[config.mk]
export PLATFORM = sky130hd
export DESIGN_NAME = mfdl_queue
export DESIGN_NICKNAME = d
export VERILOG_FILES = /design/src/rtl/mfdl_queue.sv
export SDC_FILE = /design/constraint.sdc
export NUM_CORES = 1
export LEC_CHECK = 0
export ABC_AREA = 1
export BUFFER_PORTS_ARGS = -buffer_cell sky130_fd_sc_hd__buf_2
export CAP_MARGIN = 30
export CORE_AREA = 2 2 39 41
export DETAILED_ROUTE_END_ITERATION = 10
export DIE_AREA = 0 0 41 43
export PLACE_DENSITY = 0.48
export SLEW_MARGIN = 20
export SYNTH_ARGS = -nofsm -noshare
export SYNTH_HDL_FRONTEND = slang
export SYNTH_SLANG_ARGS = --single-unit
[constraint.sdc]
create_clock -name clock -period 1.53 [get_ports clock]
set_input_delay 0.0765 -clock clock [delete_from_list [all_inputs] [get_ports clock]]
set_output_delay 0.0765 -clock clock [all_outputs]
set_load 0.05 [all_outputs]
[src/rtl/mfdl_queue.sv]
// ----------------------------------------------------------------------------
// mfdl_queue
// Two-entry command queue between the front and the back part.
// ----------------------------------------------------------------------------
module mfdl_queue #(
   parameter type item_type = logic
) (
   input  logic     clock,
   input  logic     reset,
   input  logic     push,
   input  item_type push_data,
   output logic     full,
   input  logic     pop,
   output item_type pop_data,
   output logic     empty
);

   item_type   slot_ff [2];
   logic       wr_ptr_ff, wr_ptr_in;
   logic       rd_ptr_ff, rd_ptr_in;
   logic [1:0] count_ff, count_in;

   assign full     = (count_ff == 2'd2);
   assign empty    = (count_ff == 2'd0);
   assign pop_data = slot_ff[rd_ptr_ff];

   always_comb begin
      wr_ptr_in = push ? ~wr_ptr_ff : wr_ptr_ff;
      rd_ptr_in = pop  ? ~rd_ptr_ff : rd_ptr_ff;
      count_in  = count_ff + {1'b0, push} - {1'b0, pop};
   end

   always_ff @(posedge clock) begin
      if (reset) begin
         wr_ptr_ff <= 1'b0;
         rd_ptr_ff <= 1'b0;
         count_ff  <= 2'd0;
      end else begin
         wr_ptr_ff <= wr_ptr_in;
         rd_ptr_ff <= rd_ptr_in;
         count_ff  <= count_in;
      end
      if (push) begin
         slot_ff[wr_ptr_ff] <= push_data;
      end
   end

endmodule

---- Yosys cells after proc, flatten, opt, wreduce, memory -nomap -nowiden ----
Memory sizes are Yosys's and may differ from the RTL's. A register that Yosys moved wholly into a read port is not among the register bits.
Cells that the tools add are included.
word-level totals
  register bits ........................... 4
  latch bits .............................. 0
  memory bits (writable) .................. 2
  memory bits (read-only) ................. 0
  bits of input ports ..................... 5
  output and inout bits ................... 3
  word-level logic and storage cells ...... 14
  memories ................................ 1
memory list
  memory   depth  width  read ports  clocked after Yosys merged registers in  wr ports  RTL line  text
  slot_ff  2      1      1           1                                        1         18        item_type slot_ff [2];
operators by class
  add/sub/neg operators ................... 2
  multiply operators ...................... 0
  div/mod/pow operators ................... 0
  $lt $le $gt $ge ......................... 0
  eq/ne operators ......................... 1
  shift-type cells ........................ 0
  multiplexer cells ....................... 4
  bitwise gates (word level) .............. 2
  reduce and logical (&&, ||, !) cells .... 1
operator list
  kind                                         number
  1-bit 2-to-1 mux                             4
  2-bit by 1-bit adder with 2-bit output       1
  2-bit equality test (second input constant)  1
  2-bit logical NOT                            1
  1-bit inverter                               2
  2-bit by 1-bit subtractor with 2-bit output  1

---- Depth between registers and ports, before layout ----
Gate-level depths: netlist of run 1.
  depth in word-level cells ............... 3
  mapped depth ............................ 9
  depth with buffers taken out ............ 9

---- Worst setup path after synthesis of run 1 ----
OpenSTA, ideal clock, no wires.
  path type ............................... flip-flop to flip-flop
  from .................................... register count_ff[0]
  to ...................................... register count_ff[1]
  setup time .............................. 0.116 ns
  arrival time ............................ 1.118 ns
  required time ........................... 1.414 ns
  path slack .............................. 0.296 ns
  stages on the path, launching flop included .. 9
  cells stage by stage .................... dfxtp_1 > inv_1 > ha_1 > inv_1 > ha_1 > inv_1 > nand2_2 > a21oi_1 > nor2_2
between the ends
  cells in the longest elaborated chain, start to end .. 2
RTL lines
  element                                      RTL line  text
  start, declared                              21        logic [1:0] count_ff, count_in;
  start signal, assigned                       41        count_ff <= count_in;
  2-bit by 1-bit adder with 2-bit output       30        count_in = count_ff + {1'b0, push} - {1'b0, pop};
  2-bit by 1-bit subtractor with 2-bit output  30
Every way passes these cells.
A chain may end at the register's enable or synchronous reset.

---- Final worst setup path of run 1 ----
Same ends and word-level chain as after synthesis.

==> reports/qor.txt, run 1 <==
Yosys reg bits -> 7
Hold Buf Count CTS -> 0
H-tree level count -> 1
Initial antenna violation count -> 0
Power per cell area -> 1340 mW/mm^2
YS warnings -> 0
Hold violation total from the final report -> 0
Worst path cell trace -> inv_1 -> ha_1 -> inv_1 -> ha_1 -> inv_1 -> nand2_2 -> a21oi_1 -> nor2_2
Sequential area share after synthesis -> 53.3%
CTS root buf -> clkbuf_4
Total clock sinks -> 7
Gate Count Post-Synth -> 34
RSZ-0062 raised after global routing -> no
All-Layer GR Usage -> 6.34%
Die Y -> 43 um
Number of fill cells -> 151
# Post-CTS Setup Buffers -> 0
Seq pwr share -> 43.0%
Min-Delay Path Class -> primary input to register
ANT nets after route -> 0
Max_cap viols -> 0
Max Slew Vio Count -> 0
Yosys cell types -> 13
Core box area -> 0.00138 sq mm
Critical path fanouts, max -> 3
Cts bufs inserted -> 3
Clock Pin Slew Worst Setup and Hold Paths -> 0.06 ns
Logic pwr share -> 24.6%
Worst slew margin -> 83.6%
Cell area after synthesis -> 300 sq um
Initial Utilization -> 21.7%
Via density -> 3.70
Slowest CP cell -> dfxtp_1
CP most frequent cell -> inv_1
Die W -> 41 um
PnR Total Power -> 0.512 mW
Clock power frac -> 32.4%
Startpoint types -> register
# setup viols final -> 0
DRC errors left -> 0
Most frequent cells in the layout -> inv_1 (8), nor2_1 (7), buf_2 (7)
Clock Latency Late Sink -> 0.25 ns
Leakage -> 0.196 nW
WP data required -> 1.67 ns
GR Overflow Total -> 0
CTS tree -> built
Initial drt markers -> 6
Share of layout cells above drive strength 1 -> 31.1%
Minimum clock period -> 1.28 ns
Total number of vias -> 226
CP Capture Type -> register
Internal Power -> 0.345 mW
Largest net degree at the start of global routing -> 6
Routability Congestion -> 0.693
Sw Ratio -> 32.5%
Setup Skew -> 0.000151 ns
Clock buffer depth -> 2
PortBufs -> 7
DP Wirelength -> 344 um
Commonest non-fill, non-tap cell in the layout -> inv_1
Number of global-route vias before repair -> 175
Psw -> 0.166 mW
DIE AREA -> 0.00176 sq mm
Setup TNS -> 0 ns
Max frequency -> 0.779 GHz
Critical path class -> register to register
Post_cts resized -> 0
Initial DRT Pass Iterations -> 2
Post-Route WL -> 426 um
Worst path max stage delay -> 0.35 ns
Syn_nets -> 41
# diodes -> 0
Status -> complete, no violations
Mean Syn Cell Area -> 8.83 sq um
Synth-to-Final Area Change -> 27.5%
Nets -> 53
WL/cell -> 6.98 um
Worst path arrival time -> 1.42 ns
Period utilization -> 83.9%
Top Ports -> 8
First-pass GRT wire length -> 655 um
Min Hold Slack -> 0.0219 ns
VDD IR-drop max -> 0.417 mV
Worst slew pin tran -> 0.248 ns
Row Count -> 14
[routing by layer]
layer	share of wire [%]	GRT usage [%]	routed length, um	vias up
met5	0	0	0	-
met4	1.6	10.0	7	0
met3	2.1	1.57	9	2
met2	50	6.88	211	4
met1	46	7.47	197	94
li1	-	-	-	126
[power groups by stage]
stage	logic, mW	clock network [mW]	registers (mW)
floorplan	0.102	0	0.222
global placement	0.127	0	0.225
detailed placement	0.128	0	0.224
CTS	0.128	0.173	0.220
global route	0.139	0.190	0.222
finish	0.126	0.166	0.220
[kinds of logic after synthesis]
| logic type | share of synthesized area, % |
|---|---|
| and+or+nand+nor | 20.0 |
| buffers and inverters | 10.0 |
| DFF | 53.3 |
| adders and majority gates | 8.33 |
| AOI/OAI and AO/OA | 1.67 |
| xor gates and xnor gates | 2.92 |
| muxes | 3.75 |
[final cells by class]
class	count	area (sq um)	area share (%)
Sequential cell	7	160	41.8
Multi-Input combinational cell	19	110	28.8
Timing Repair Buffer	7	35.0	9.15
Inverter	8	30.0	7.84
Clock buffer	3	22.5	5.88
Tap cell	16	20.0	5.23
Clock inverter	1	5.00	1.31
[critical path: cells and delay by family (launching register included)]
kind	cells	cell delay, ns
flops	1	0.35
buf+inv	3	0.15
compound gates	1	0.15
fa+ha+maj	2	0.44
simple gates	2	0.10
[path summary, 6_finish.rpt]
check                endpoint        start  depth (start not counted)  slack (ns)
setup / recovery  count_ff[1]  count_ff[0]                          8        0.25
hold / removal     slot_ff[0]    push_data                          1        0.02
setup reg to reg  count_ff[1]  count_ff[0]                          8        0.25
hold reg to reg     rd_ptr_ff    rd_ptr_ff                          2        0.51
[per-stage QoR]
step / area, sq um / utilization, % / instances / setup slack [ns]
2_1_floorplan: 300 / - / 34 / 0.296
3_3_place_gp: 355 / 25.7 / 57 / 0.249
3_5_place_dp: 355 / 25.7 / 57 / 0.245
4_1_cts: 383 / 27.7 / 61 / 0.237
5_1_grt: 383 / 27.7 / 61 / 0.166
6_report: 383 / 27.7 / 61 / 0.246
[synth_stat cells]
library cell / count / share of area [%]
a21oi_1: 1 / 1.7
dfxtp_1: 5 / 33
edfxtp_1: 2 / 20
ha_1: 2 / 8.3
inv_1: 8 / 10
mux2_2: 1 / 3.7
nand2_1: 3 / 3.7
nand2_2: 1 / 2.1
nand3_1: 1 / 1.7
nor2_1: 7 / 8.8
nor2_2: 1 / 2.1
nor3_1: 1 / 1.7
xnor2_1: 1 / 2.9
(Power assumes the default switching activity.)
==> run 2: changes to the inputs <==
--- a/config.mk
+++ b/config.mk
@@ -11,7 +11,7 @@
 export CORE_AREA = 2 2 39 41
 export DETAILED_ROUTE_END_ITERATION = 10
 export DIE_AREA = 0 0 41 43
-export PLACE_DENSITY = 0.48
+export PLACE_DENSITY = 0.49
 export SLEW_MARGIN = 20
 export SYNTH_ARGS = -nofsm -noshare
 export SYNTH_HDL_FRONTEND = slang
==> constraint.sdc (replaced) <==
create_clock -name clock -period 1 [get_ports clock]
set_input_delay 0.05 -clock clock [delete_from_list [all_inputs] [get_ports clock]]
set_output_delay 0.05 -clock clock [all_outputs]
set_load 0.05 [all_outputs]
==> reports/qor.txt, run 2 (synthesis gave the netlist of run 1 again) <==
Status -> complete, but fails checks
Failing checks -> setup timing
Final Non-Filler Cells -> 64
WP data required -> 1.14 ns
Total clock sinks -> 7
# diodes -> 0
Worst Setup EP -> count_ff[1]
Worst slew pin tran -> 0.183 ns
CP Capture Type -> register
Setup Skew -> 0.00258 ns
Post-Route WL -> 593 um
Slowest CP cell -> dfxtp_2
Power per cell area -> 1870 mW/mm^2
Initial DRT Pass Iterations -> 4
Worst path arrival time -> 1.32 ns
H-tree level count -> 1
Initial antenna violation count -> 0
Max_cap viols -> 0
Leakage -> 0.229 nW
First-pass GRT wire length -> 834 um
Core box area -> 0.00138 sq mm
FF-to-FF Start -> count_ff[0]
Largest net degree at the start of global routing -> 6
Die Y -> 43 um
Top Ports -> 8
ANT nets after route -> 0
Row Count -> 14
Most frequent cells in the layout -> inv_2 (5), nor2_1 (5), buf_2 (4)
All-Layer GR Usage -> 7.46%
GR Overflow Total -> 0
CTS root buf -> clkbuf_4
Place WS -> -0.201 ns
Worst slew margin -> 87.7%
DRC errors left -> 0
Worst-case reg-to-reg path depth -> 8
Min-Delay Path Class -> primary input to register
Worst path cell trace -> inv_2 -> ha_4 -> inv_2 -> ha_4 -> inv_2 -> nand2_2 -> a21oi_2 -> nor2_2
Cell count after placement -> 58
Initial drt markers -> 5
Critical path fanouts, max -> 2
Nets -> 56
Synth-to-Final Area Change -> 65.0%
Clock Pin Slew Worst Setup and Hold Paths -> 0.05 ns
Critical path class -> register to register
DP Wirelength -> 391 um
Initial Utilization -> 21.7%
Share of layout cells above drive strength 1 -> 62.5%
# setup viols final -> 5
Startpoint types -> register
R2R Path End -> count_ff[1]
Total stage count of the critical path -> 8
Worst path max stage delay -> 0.33 ns
CTS tree -> built
CP delay by family, top -> adder cells
Hold violation total from the final report -> 0
Setup ws final -> -0.182 ns
Max frequency -> 0.846 GHz
Clock buffer depth -> 2
Crit path buf inv count -> 3
WL/cell -> 9.27 um
CP most frequent cell -> inv_2
PortBufs -> 7
RSZ-0062 raised after global routing -> yes
Die W -> 41 um
Number of global-route vias before repair -> 213
Routability Congestion -> 0.621
VDD IR-drop max -> 0.793 mV
Max Slew Vio Count -> 0
DIE AREA -> 0.00176 sq mm
Total number of vias -> 247
CP Launch Point -> count_ff[0]
Minimum clock period -> 1.18 ns
Reg2Reg Setup Slack -> -0.18 ns
Clock Latency Late Sink -> 0.24 ns
Period utilization -> 118%
Cts bufs inserted -> 3
Hold Crit Depth -> 2
Via density -> 3.86
## run 2: cell types whose count changed in the layout (fill, tap and decap cells not counted), moves of 3 or more
cell and change:
buf_2 -3, inv_1 -5, inv_2 +5, buf_6 +3
## run 2: timing repair
action	in CTS	in global routing
endpoints found under the setup margin	5	5
setup buffers	0	1
pin swaps	6	4
cloned	0	0
endpoints found under the hold margin	2	0
resized for setup	12	10
hold buffers	1	0
## run 2: power by group
group          switching [mW]  internal (mW)  leakage [nW]
clock                  0.0969          0.152        0.0150
sequential             0.0218          0.326        0.0613
combinational           0.181          0.148         0.153
total                   0.300          0.625         0.229
## run 2: how the worst min path moves through the flow
| stage | start | endpoint |
|---|---|---|
| 3_5_place_dp | push_data | slot_ff[0] |
| 3_3_place_gp | push_data | slot_ff[0] |
| 2_1_floorplan | reset | count_ff[0] |
| 6_report | reset | count_ff[0] |
| 5_1_grt | reset | count_ff[0] |
| 4_1_cts | reset | count_ff[0] |
## run 2: routing by layer
metal	track usage [%]	part of all wire [%]
met1	8.47	45
met2	10.3	52
met3	4.71	2.7
met4	4.00	0
met5	0	0
## run 2: area by class of cell
cell class,instances,area [sq um]
Multi-Input combinational cell,19,168
Timing Repair Buffer,10,86.3
Fill cell,144,888
Inverter,8,30.0
Clock buffer,4,26.3
Sequential cell,7,165
Tap cell,16,20.0
## run 2: per-stage QoR
step / utilization [%] / area (sq um) / power, mW / setup TNS [ns] / hold WS (ns)
floorplan: - / 318 / 0.515 / -0.319 / 0.114
global placement: 27.5 / 380 / 0.572 / -0.272 / 0.243
detailed placement: 27.5 / 380 / 0.572 / -0.267 / 0.252
CTS: 33.3 / 460 / 0.892 / -0.457 / 0.0228
global route: 35.8 / 495 / 0.980 / -0.740 / 0.0237
finish: 35.8 / 495 / 0.925 / -0.521 / 0.0211
==> run 3: changes to the inputs <==
--- a/config.mk
+++ b/config.mk
@@ -5,13 +5,12 @@
 export SDC_FILE = /design/constraint.sdc
 export NUM_CORES = 1
 export LEC_CHECK = 0
-export ABC_AREA = 1
 export BUFFER_PORTS_ARGS = -buffer_cell sky130_fd_sc_hd__buf_2
 export CAP_MARGIN = 30
 export CORE_AREA = 2 2 39 41
 export DETAILED_ROUTE_END_ITERATION = 10
 export DIE_AREA = 0 0 41 43
-export PLACE_DENSITY = 0.49
+export PLACE_DENSITY = 0.48
 export SLEW_MARGIN = 20
 export SYNTH_ARGS = -nofsm -noshare
 export SYNTH_HDL_FRONTEND = slang
==> reports/qor.txt, run 3 <==
CP Capture Type -> register
Slowest CP cell -> dfxtp_2
Top Ports -> 8
Yosys cell types -> 10
WL/cell -> 10.9 um
Number of global-route vias before repair -> 213
Initial antenna violation count -> 0
Setup ws final -> -0.137 ns
PnR Total Power -> 1.05 mW
Die Y -> 43 um
Largest net degree at the start of global routing -> 6
Worst slew margin -> 86.8%
FF+latch area -> 163 sq um
Area leader, netlist -> dfxtp_1
R2R Path End -> count_ff[1]
Routability Congestion -> 0.666
Min-Delay Path Class -> primary input to register
Synth-to-Final Area Change -> 70.0%
Failing checks -> setup timing
All-Layer GR Usage -> 8.96%
Hold violation total from the final report -> 0
Multiplexer area fraction after synthesis -> 3.91%
Worst Setup EP -> count_ff[1]
WP data required -> 1.15 ns
RSZ-0062 raised after global routing -> yes
Area fraction in compound gates after synthesis -> 0%
Initial DRT Pass Iterations -> 3
Period utilization -> 114%
Commonest cells in the synthesized netlist -> dfxtp_1 (5), nor2_1 (5), nor2b_1 (3)
EDFF count, synth -> 2
Critical path fanouts, max -> 2
DRC errors left -> 0
Initial drt markers -> 5
Share of layout cells above drive strength 1 -> 59.0%
Row Count -> 14
Yosys reg bits -> 7
Clock buffer depth -> 2
Area fraction of the dominant cell type after synthesis -> 34.8%
Cell area after synthesis -> 288 sq um
Largest family of logic cells by synthesized area -> simple AND/OR/NAND/NOR gates
Worst slew pin tran -> 0.197 ns
H-tree level count -> 1
YS warnings -> 0
First-pass GRT wire length -> 924 um
DIE AREA -> 0.00176 sq mm
Total number of vias -> 223
Clock Pin Slew Worst Setup and Hold Paths -> 0.06 ns
Setup Skew -> 0.000326 ns
Area after DPL -> 352 sq um
Post-Route WL -> 602 um
DP Wirelength -> 383 um
CP delay by family, top -> adder cells
Top cells by area, synth -> dfxtp_1 (35%), edfxtp_1 (21%), ha_1 (8.7%), xnor3_1 (7.8%), nor2_1 (6.5%)
Gate Count Post-Synth -> 24
Critical path class -> register to register
Total clock sinks -> 7
Nets -> 47
# setup viols final -> 5
Post-Synth XOR/XNOR Area -> 13.9%
Max_cap viols -> 0
Reg2Reg Setup Slack -> -0.14 ns
CP Launch Point -> count_ff[0]
Async set or reset register ratio after synthesis -> 0%
Number of fill cells -> 146
GR Overflow Total -> 0
Adder-Cell Fraction of Synth Area -> 8.70%
Cts bufs inserted -> 3
Via density -> 4.05
Syn_nets -> 31
FF-to-FF Start -> count_ff[0]
Core box area -> 0.00138 sq mm
Status -> complete, but fails checks
Final Instance Area -> 489 sq um
CTS tree -> built
CTS root buf -> clkbuf_4
Crit path buf inv count -> 2
Setup TNS -> -0.598 ns
Clock Latency Late Sink -> 0.26 ns
Post-Route Utilization -> 35.4%
Worst path max stage delay -> 0.34 ns
Multi-input logic area -> 171 sq um
Sequential area share after synthesis -> 55.7%
Post-Synth Simple-Gate Area -> 15.2%
Minimum clock period -> 1.14 ns
# diodes -> 0
Min Hold Slack -> 0.116 ns
Hold Crit Depth -> 3
Mean Syn Cell Area -> 12.0 sq um
Startpoint types -> register
Most frequent cells in the layout -> nor2_1 (4), buf_2 (4), dfxtp_1 (3), clkbuf_4 (3)
VDD IR-drop max -> 1.13 mV
Total stage count of the critical path -> 6
PortBufs -> 7
Max frequency -> 0.879 GHz
Hold wc startpoint -> pop
Worst path cell trace -> inv_2 -> ha_4 -> inv_2 -> ha_4 -> xnor3_1 -> nor2_1
Power per cell area -> 2140 mW/mm^2
Leakage -> 0.210 nW
Worst-case reg-to-reg path depth -> 6
Initial Utilization -> 20.8%
ANT nets after route -> 0
Prevailing post-synth register cell -> dfxtp_1
Max Slew Vio Count -> 0
Worst path arrival time -> 1.29 ns
Die W -> 41 um
[run 3: metal layers]
metal,wire (um),global-route usage [%]
met3,44,4.71
met4,26,10.0
met1,223,8.77
met2,308,11.9
met5,0,0
[run 3: stage by stage]
step	instances	setup slack (ns)
after floorplan	24	-0.124
after global placement	48	-0.131
after detailed placement	48	-0.176
after CTS	54	-0.171
after global routing	55	-0.201
final	55	-0.137
[run 3: tightest hold or removal path, stage by stage]
cell,delay [ns]
buf_2,0.12
xnor2_1,0.09
nor2_1,0.09
[run 3: repair_timing]
action / 4_1_cts / 5_1_grt
endpoints found under the setup margin: 5 / 5
gates resized for setup: 16 / 5
setup buffers: 0 / 1
pin swaps: 2 / 1
hold buffers: 2 / 0
hold endpoints to repair: 3 / 0
[run 3: cell type report]
| cell class | instances | area share, % |
|---|---|---|
| clock buffer | 3 | 4.60 |
| clock inverter | 1 | 1.02 |
| inverter | 2 | 1.53 |
| multi-input combinational | 15 | 35.0 |
| sequential | 7 | 33.2 |
| tap | 16 | 4.09 |
| timing repair buffer | 11 | 20.5 |
[run 3: how the worst min path moves through the flow]
stage                       end
global route          wr_ptr_ff
global placement     slot_ff[0]
floorplan           count_ff[0]
CTS                   rd_ptr_ff
detailed placement   slot_ff[0]
finish                rd_ptr_ff
[run 3: power breakdown]
part	internal, mW	leakage [nW]	switching, mW
clock network	0.148	0.0177	0.130
logic	0.210	0.131	0.192
registers	0.333	0.0610	0.0323
total	0.691	0.210	0.354
[run 3: cell families after synthesis]
group,after synthesis
multiplexers,1
XOR/XNOR,3
AND/OR/NAND/NOR,9
adder cells (fa/ha/maj),2
buffers and inverters,2
flip-flops,7
